$ cat src/afd_pkg.sv
`timescale 1ns / 1ps

package afd_pkg;

   localparam logic [7:0] HEADER_BYTE        = 8'hAA;
   localparam logic [7:0] WILDCARD           = 8'hFF;
   localparam logic [7:0] RESET_MATCH_ADDR   = 8'hFF;
   localparam logic [7:0] RESET_MATCH_FUNC   = 8'hFF;
   localparam logic [7:0] RESET_MAX_ATTEMPTS = 8'd32;
   localparam logic [7:0] COUNT_LIMIT        = 8'hFF;

   typedef enum logic [1:0] {
      CSR_MATCH_ADDRESS  = 2'd0,
      CSR_MATCH_FUNCTION = 2'd1,
      CSR_MAX_ATTEMPTS   = 2'd2
   } csr_index_type;

   typedef enum logic [2:0] {
      PH_HEADER   = 3'd0,
      PH_ADDRESS  = 3'd1,
      PH_FUNCTION = 3'd2,
      PH_LENGTH   = 3'd3,
      PH_PAYLOAD  = 3'd4,
      PH_CHECK    = 3'd5
   } phase_type;

   typedef enum logic [1:0] {
      KIND_DATA   = 2'd0,
      KIND_OK     = 2'd1,
      KIND_BAD    = 2'd2,
      KIND_GIVEUP = 2'd3
   } kind_type;

   typedef struct packed {
      logic [7:0] match_address;
      logic [7:0] match_function;
      logic [7:0] max_attempts;
   } cfg_type;

   typedef struct packed {
      kind_type   kind;
      logic [7:0] data_byte;
      logic [7:0] byte_index;
      logic [7:0] frame_length;
      logic [7:0] frame_address;
      logic [7:0] frame_function;
   } result_type;

endpackage

$ cat src/addressed_frame_deframer_unit.sv
`timescale 1ns / 1ps

// addressed frame deframer
// req channel: one received byte per transaction (req_rx_byte), req_valid / req_stall
// rsp channel: payload bytes and frame status (accepted, checksum failed, give-up),
//    rsp_valid / rsp_stall; bytes that end a frame silently give no transaction
// csr channel: csr_valid / csr_ready with csr_index 0 match address, 1 match function,
//    2 max attempts; csr_ready is always high, write only while idle
// order: an accepted byte is held in the input register, parsed there, and its result is loaded
//    into the rsp register, which drives rsp_valid
// throughput: one byte per cycle unless rsp_stall holds a full result register; the parser
//    step between the input register and the result register is combinational
// stall: a full result register held by rsp_stall stops the parser, and the input
//    register then raises req_stall; no transaction is lost or repeated
// reset: parser waits for a header, counters clear, match values return to 0xff
//    (wildcard) and max attempts to 32

module addressed_frame_deframer_unit import afd_pkg::*; (
   input  logic       clock,
   input  logic       reset,
   input  logic       req_valid,
   output logic       req_stall,
   input  logic [7:0] req_rx_byte,
   output logic       rsp_valid,
   input  logic       rsp_stall,
   output logic [1:0] rsp_kind,
   output logic [7:0] rsp_data_byte,
   output logic [7:0] rsp_byte_index,
   output logic [7:0] rsp_frame_length,
   output logic [7:0] rsp_frame_address,
   output logic [7:0] rsp_frame_function,
   input  logic       csr_valid,
   output logic       csr_ready,
   input  logic [1:0] csr_index,
   input  logic [7:0] csr_data
);

   cfg_type    cfg;
   logic       out_ready;
   logic       res_valid;
   result_type res;
   result_type rsp;

   afd_csr u_csr (
      .clock     (clock),
      .reset     (reset),
      .csr_valid (csr_valid),
      .csr_ready (csr_ready),
      .csr_index (csr_index),
      .csr_data  (csr_data),
      .cfg       (cfg)
   );

   afd_parser u_parser (
      .clock       (clock),
      .reset       (reset),
      .cfg         (cfg),
      .req_valid   (req_valid),
      .req_stall   (req_stall),
      .req_rx_byte (req_rx_byte),
      .out_ready   (out_ready),
      .res_valid   (res_valid),
      .res         (res)
   );

   afd_rsp_reg u_rsp_reg (
      .clock     (clock),
      .reset     (reset),
      .res_valid (res_valid),
      .res       (res),
      .out_ready (out_ready),
      .rsp_valid (rsp_valid),
      .rsp_stall (rsp_stall),
      .rsp       (rsp)
   );

   assign rsp_kind           = rsp.kind;
   assign rsp_data_byte      = rsp.data_byte;
   assign rsp_byte_index     = rsp.byte_index;
   assign rsp_frame_length   = rsp.frame_length;
   assign rsp_frame_address  = rsp.frame_address;
   assign rsp_frame_function = rsp.frame_function;

endmodule

$ cat src/afd_csr.sv
`timescale 1ns / 1ps

module afd_csr import afd_pkg::*; (
   input  logic       clock,
   input  logic       reset,
   input  logic       csr_valid,
   output logic       csr_ready,
   input  logic [1:0] csr_index,
   input  logic [7:0] csr_data,
   output cfg_type    cfg
);

   cfg_type cfg_ff;
   cfg_type cfg_in;

   assign csr_ready = 1'b1;

   always_comb begin
      cfg_in = cfg_ff;
      if (csr_valid) begin
         case (csr_index)
            CSR_MATCH_ADDRESS:  cfg_in.match_address  = csr_data;
            CSR_MATCH_FUNCTION: cfg_in.match_function = csr_data;
            CSR_MAX_ATTEMPTS:   cfg_in.max_attempts   = csr_data;
            default:            cfg_in = cfg_ff;
         endcase
      end
   end

   always_ff @(posedge clock) begin
      if (reset) begin
         cfg_ff.match_address  <= RESET_MATCH_ADDR;
         cfg_ff.match_function <= RESET_MATCH_FUNC;
         cfg_ff.max_attempts   <= RESET_MAX_ATTEMPTS;
      end else begin
         cfg_ff <= cfg_in;
      end
   end

   assign cfg = cfg_ff;

endmodule

$ cat src/afd_parser.sv
`timescale 1ns / 1ps

module afd_parser import afd_pkg::*; (
   input  logic       clock,
   input  logic       reset,
   input  cfg_type    cfg,
   input  logic       req_valid,
   output logic       req_stall,
   input  logic [7:0] req_rx_byte,
   input  logic       out_ready,
   output logic       res_valid,
   output result_type res
);

   logic       in_valid_ff, in_valid_in;
   logic [7:0] in_byte_ff, in_byte_in;

   phase_type  phase_ff, phase_in;
   logic [7:0] sum_ff, sum_in;
   logic [7:0] count_ff, count_in;
   logic [7:0] length_ff, length_in;
   logic [7:0] address_ff, address_in;
   logic [7:0] function_ff, function_in;
   logic [7:0] fails_ff, fails_in;

   logic       advance;
   logic       accept;
   logic [7:0] fails_inc;
   logic       give_up;
   logic [7:0] count_inc;
   logic [7:0] sum_add;
   logic       produce;

   assign advance   = in_valid_ff && out_ready;
   assign req_stall = in_valid_ff && !out_ready;
   assign accept    = req_valid && !req_stall;

   always_comb begin
      in_valid_in = in_valid_ff;
      in_byte_in  = in_byte_ff;
      if (accept) begin
         in_valid_in = 1'b1;
         in_byte_in  = req_rx_byte;
      end else if (advance) begin
         in_valid_in = 1'b0;
      end
   end

   assign fails_inc = (fails_ff == COUNT_LIMIT) ? fails_ff : fails_ff + 8'd1;
   assign give_up   = fails_inc >= cfg.max_attempts;
   assign count_inc = count_ff + 8'd1;
   assign sum_add   = sum_ff + in_byte_ff;

   always_comb begin
      phase_in    = phase_ff;
      sum_in      = sum_ff;
      count_in    = count_ff;
      length_in   = length_ff;
      address_in  = address_ff;
      function_in = function_ff;
      fails_in    = fails_ff;
      produce     = 1'b0;
      res         = '{kind: KIND_DATA, data_byte: 8'd0, byte_index: 8'd0,
                      frame_length: length_ff, frame_address: address_ff,
                      frame_function: function_ff};
      if (advance) begin
         case (phase_ff)
            PH_HEADER: begin
               if (in_byte_ff != HEADER_BYTE) begin
                  phase_in = PH_HEADER;
                  fails_in = give_up ? 8'd0 : fails_inc;
                  produce  = give_up;
               end else begin
                  sum_in      = in_byte_ff;
                  count_in    = 8'd0;
                  length_in   = 8'd0;
                  address_in  = 8'd0;
                  function_in = 8'd0;
                  phase_in    = PH_ADDRESS;
               end
            end
            PH_ADDRESS: begin
               if (in_byte_ff != cfg.match_address && cfg.match_address != WILDCARD) begin
                  phase_in = PH_HEADER;
                  fails_in = give_up ? 8'd0 : fails_inc;
                  produce  = give_up;
               end else begin
                  address_in = in_byte_ff;
                  sum_in     = sum_add;
                  phase_in   = PH_FUNCTION;
               end
            end
            PH_FUNCTION: begin
               if (in_byte_ff != cfg.match_function && cfg.match_function != WILDCARD) begin
                  phase_in = PH_HEADER;
                  fails_in = give_up ? 8'd0 : fails_inc;
                  produce  = give_up;
               end else begin
                  function_in = in_byte_ff;
                  sum_in      = sum_add;
                  phase_in    = PH_LENGTH;
               end
            end
            PH_LENGTH: begin
               length_in = in_byte_ff;
               sum_in    = sum_add;
               count_in  = 8'd0;
               phase_in  = (in_byte_ff == 8'd0) ? PH_CHECK : PH_PAYLOAD;
            end
            PH_PAYLOAD: begin
               sum_in         = sum_add;
               produce        = 1'b1;
               res.kind       = KIND_DATA;
               res.data_byte  = in_byte_ff;
               res.byte_index = count_ff;
               count_in       = count_inc;
               if (count_inc >= length_ff) begin
                  phase_in = PH_CHECK;
               end
            end
            PH_CHECK: begin
               phase_in = PH_HEADER;
               produce  = 1'b1;
               if (in_byte_ff == sum_ff) begin
                  fails_in = 8'd0;
                  res.kind = KIND_OK;
               end else begin
                  fails_in = give_up ? 8'd0 : fails_inc;
                  res.kind = KIND_BAD;
               end
            end
            default: begin
               phase_in = PH_HEADER;
            end
         endcase
         if (produce && (phase_ff != PH_PAYLOAD) && give_up &&
             !(phase_ff == PH_CHECK && in_byte_ff == sum_ff)) begin
            res = '{kind: KIND_GIVEUP, data_byte: 8'd0, byte_index: 8'd0,
                    frame_length: 8'd0, frame_address: 8'd0, frame_function: 8'd0};
         end
      end
   end

   assign res_valid = produce;

   always_ff @(posedge clock) begin
      if (reset) begin
         in_valid_ff <= 1'b0;
         phase_ff    <= PH_HEADER;
         sum_ff      <= 8'd0;
         count_ff    <= 8'd0;
         length_ff   <= 8'd0;
         address_ff  <= 8'd0;
         function_ff <= 8'd0;
         fails_ff    <= 8'd0;
      end else begin
         in_valid_ff <= in_valid_in;
         phase_ff    <= phase_in;
         sum_ff      <= sum_in;
         count_ff    <= count_in;
         length_ff   <= length_in;
         address_ff  <= address_in;
         function_ff <= function_in;
         fails_ff    <= fails_in;
      end
   end

   always_ff @(posedge clock) begin
      in_byte_ff <= in_byte_in;
   end

   a_ok_clears_fails: assert property (@(posedge clock) disable iff (reset)
      (res_valid && res.kind == KIND_OK) |=> (fails_ff == 8'd0))
      else $error("accepted frame did not clear failure count");

   a_giveup_clears_fails: assert property (@(posedge clock) disable iff (reset)
      (res_valid && res.kind == KIND_GIVEUP) |=> (fails_ff == 8'd0 && phase_ff == PH_HEADER))
      else $error("give-up did not restart counting");

   a_data_only_in_payload: assert property (@(posedge clock) disable iff (reset)
      (res_valid && res.kind == KIND_DATA) |-> (phase_ff == PH_PAYLOAD))
      else $error("payload result outside payload phase");

   a_no_work_when_blocked: assert property (@(posedge clock) disable iff (reset)
      !out_ready |-> !res_valid)
      else $error("result produced while output register full");

endmodule

$ cat src/afd_rsp_reg.sv
`timescale 1ns / 1ps

module afd_rsp_reg import afd_pkg::*; (
   input  logic       clock,
   input  logic       reset,
   input  logic       res_valid,
   input  result_type res,
   output logic       out_ready,
   output logic       rsp_valid,
   input  logic       rsp_stall,
   output result_type rsp
);

   logic       valid_ff, valid_in;
   result_type data_ff, data_in;

   assign out_ready = !valid_ff || !rsp_stall;

   always_comb begin
      valid_in = valid_ff;
      data_in  = data_ff;
      if (out_ready) begin
         valid_in = res_valid;
         if (res_valid) begin
            data_in = res;
         end
      end
   end

   always_ff @(posedge clock) begin
      if (reset) begin
         valid_ff <= 1'b0;
      end else begin
         valid_ff <= valid_in;
      end
   end

   always_ff @(posedge clock) begin
      data_ff <= data_in;
   end

   assign rsp_valid = valid_ff;
   assign rsp       = data_ff;

endmodule
$ cat config.mk
export PLATFORM = sky130hd
export DESIGN_NAME = addressed_frame_deframer_unit
export DESIGN_NICKNAME = d
export VERILOG_FILES = /design/src/afd_pkg.sv /design/src/addressed_frame_deframer_unit.sv /design/src/afd_csr.sv /design/src/afd_parser.sv /design/src/afd_rsp_reg.sv
export SDC_FILE = /design/constraint.sdc
export NUM_CORES = 1
export LEC_CHECK = 0
export BUFFER_PORTS_ARGS = -buffer_cell sky130_fd_sc_hd__buf_2
export CORE_MARGIN = 4
export CORE_UTILIZATION = 45
export CTS_BUF_LIST = sky130_fd_sc_hd__clkbuf_4
export CTS_CLUSTER_DIAMETER = 150
export CTS_CLUSTER_SIZE = 8
export DETAILED_ROUTE_END_ITERATION = 12
export PLACE_DENSITY_LB_ADDON = 0.12
export SLEW_MARGIN = 20
export SYNTH_ARGS = -nofsm -noshare
export SYNTH_HDL_FRONTEND = slang
export SYNTH_SLANG_ARGS = --single-unit
$ cat constraint.sdc
create_clock -name clock -period 5.08 [get_ports clock]
set_clock_uncertainty 0.2 [all_clocks]
set_input_delay 0.508 -clock clock [delete_from_list [all_inputs] [get_ports clock]]
set_output_delay 0.508 -clock clock [all_outputs]
set_load 0.05 [all_outputs]
==> flow_metrics.tcl <==
set metrics [dict create \
    slew_violations 0 \
    layout_commonest_cell "dfxtp_1" \
    crit_top_cell "ha_1" \
    timing.rr.end "u_rsp_reg.rsp[10]" \
    crit_slowest_cell "a211oi_2" \
    worstHoldPathType "input pin to flop" \
    die_y_um 126 \
    async_flop_share_pct 0 \
    viasPerCell 5.49 \
    vias 4850 \
    numPortBuffers 66 \
    worst_ep_required_time_ns 5.13 \
    numClockSinks 127 \
    drc 0 \
    cts_tree "done" \
    wirelength_um 14000 \
    core-area_sq_um 13400 \
    yosys_warnings 0 \
    die_w_um 126 \
    critPathKind "flop to flop" \
    mostFrequentLayoutCells "dfxtp_1, buf_2, nand2_1" \
    syn_to_final_growth_pct 14.3 \
    fin_nets 743 \
    slowest_delay_ns 0.58 \
    worstSetupStartpointType "flop" \
    vdd.ir_drop.worst_v 0.000160 \
    clockBufferDepth 2 \
    setup_viol 0 \
    post-dp-hpwl_um 9740 \
    antenna_found_initial 1 \
    p_per_area_nw_per_um2 283 \
    switching_share_pct 26.2 \
    grt_pass1_wl_um 22900 \
    grtUsageTotal_pct 18.1 \
    use_met2_pct 28.2 \
    ys_ff_latch 127 \
    p_int_mw 1.49 \
    avgSynthCellArea_sq_um 9.98 \
    p_comb_share_pct 8.0 \
    clk_latency_ns 0.55 \
    worstHoldStart "csr_data[4]" \
    synth_cell_types 69 \
    timing.fmax_ghz 0.238 \
    drive_gt1_share_pct 17.7 \
    ys_seq_area_share_pct 48.9 \
    dpl_worst_slack_ns 0.972 \
    overflow 0 \
    path_delay_family "compound AO/OA/AOI/OAI gates" \
    htree_levels 4 \
    antenna_left 0 \
    critPathCaptureType "flop" \
    fin_crit_ns 4.20 \
    r2r_slack_ns 0.88 \
    min_to "u_csr.cfg[20]" \
    rsz0062_at_grt "false" \
    use_met3_pct 4.49 \
    syn-num-nets 673 \
    initialDrtViolationCount 424 \
    start_util_pct 46.5 \
    num_rows 42 \
    status "finished clean" \
    synth_edf_count 50 \
    instances_no_fill 884 \
    clock_tree.root_cell "clkbuf_4" \
    cts.clk_slew.worst_paths_ns 0.12 \
    setup_slack_ns 0.876 \
    numCtsBuffers 17 \
    setup_tns_ns 0 \
    grt_max_degree 43 \
    reg2reg_from "u_parser.fails_ff[0]" \
    worstPathArrival_ns 4.25 \
    crit_buf_inv 2 \
    dieArea_sq_um 15800 \
    critical_path.max_fanout 42 \
    slew_headroom_pct 33.6 \
    clkPwrFrac_pct 37.1 \
    grt_pass1_vias 4565 \
    grt_use_met1_pct 24.2 \
    p_seq_share_pct 54.9 \
    postCtsResizedCells 0 \
    crit_chain "ha_1, and2_1, nand4_1, xnor2_1, ha_1, nand2b_1, a2111o_1, a211oi_2, o41a_1, inv_1, o21a_2, buf_4" \
    gp_congestion 0.801 \
    dp_cells 835 \
    min_period_over_period_pct 82.8 \
    rr_worst_depth 12 \
    synthCells 624 \
    synth_area_sq_um 6230 \
    hold_depth 3 \
    avgRoutedWirePerCell_um 15.8 \
    synth_ff_type "dfxtp_1" \
    grt.busiest_layer "met2" \
    max_cap_viol_count 0 \
    p_switching_uw 529 \
    tightest_slew_ns 0.989 \
    drt-pass1-iter-count 7 \
    leakage_nw 2.84 \
    pin_count 68 \
    finalHoldViolCount 0 \
]
logic make-up (layout without fill, tap and decap cells):
group	Yosys count	count (layout)	share of synthesized area [%]
simple gates	244	244	20.2
flops	127	127	48.9
compound gates	109	109	12.9
buf+inv	60	143	4.12
xor+xnor	32	32	4.50
fa+ha+maj	26	26	5.34
mux	25	25	4.04
other cells	1	2	0.0602
routing by layer:
layer / vias up / part of all wire [%]
met4: 0 / 1.8
li1: 2382 / -
met3: 21 / 4.6
met2: 117 / 47
met1: 2330 / 46
met5: - / 0
power groups by stage:
| stage | clock network [mW] | logic [mW] | registers [mW] |
|---|---|---|---|
| after floorplan | 0 | 0.125 | 1.11 |
| after global placement | 0 | 0.146 | 1.13 |
| after detailed placement | 0 | 0.151 | 1.13 |
| after CTS | 0.769 | 0.162 | 1.11 |
| after global routing | 0.820 | 0.179 | 1.11 |
| final | 0.747 | 0.162 | 1.11 |
synthesized netlist by cell type (17+ instances only):
cell | number | area share (%)
dfxtp_1 | 77 | 25
ha_1 | 25 | 5.0
nor2_1 | 49 | 3.0
mux2i_1 | 24 | 3.9
and2_1 | 17 | 1.7
xor2_1 | 21 | 3.0
nor2b_1 | 22 | 2.2
clkbuf_1 | 21 | 1.3
a21oi_1 | 25 | 2.0
edfxtp_1 | 50 | 24
nand2_1 | 65 | 3.9
inv_1 | 25 | 1.5
flip-flops by register name, indices dropped and copies added, names as in the netlist:
register	flops
u_csr.cfg	24
u_parser.address_ff	8
u_parser.count_ff	8
u_parser.fails_ff	8
u_parser.function_ff	8
u_parser.in_byte_ff	8
u_parser.in_valid_ff	1
u_parser.length_ff	8
u_parser.phase_ff	3
u_parser.sum_ff	8
u_rsp_reg.rsp	42
u_rsp_reg.rsp_valid	1
area by class of cell:
cell class	instances	area (sq um)
timing repair buffer	86	520
multi-input combinational	437	2930
tap	176	220
fill	1231	6280
clock inverter	15	181
antenna	1	2.50
clock buffer	17	128
sequential	127	3040
inverter	25	93.8
repair_timing:
| action | 4_1_cts | 5_1_grt |
|---|---|---|
| hold buffers | 16 | 0 |
| setup endpoints to repair | 0 | 0 |
| hold endpoints to repair | 28 | 0 |
| buffers inserted | 0 | 0 |
worst max-delay path by stage:
stage | startpoint | end | cells past startpoint
after floorplan | u_parser.fails_ff[0] | u_rsp_reg.rsp[0] | 13
after global placement | u_parser.fails_ff[0] | u_rsp_reg.rsp[32] | 12
after detailed placement | u_parser.fails_ff[0] | u_rsp_reg.rsp[23] | 12
after CTS | u_parser.fails_ff[0] | u_rsp_reg.rsp[9] | 12
after global routing | u_parser.fails_ff[0] | u_rsp_reg.rsp[9] | 12
final | u_parser.fails_ff[0] | u_rsp_reg.rsp[10] | 12
stage by stage:
stage	hold slack (ns)	power, mW	utilization, %	instance area, sq um
floorplan	0.230	1.24	-	6230
global placement	0.241	1.28	49.6	6650
detailed placement	0.244	1.28	49.6	6650
CTS	0.000505	2.04	53.1	7120
global route	0.0295	2.11	53.1	7120
finish	0.0504	2.02	53.1	7120
worst min-delay path: cells and delay by family:
kind                   cells  cell delay, ns
buffers and inverters      1            0.13
multiplexers               1            0.08
AND/OR/NAND/NOR            1            0.06
Note: power is estimated with default switching activity, not from simulation.
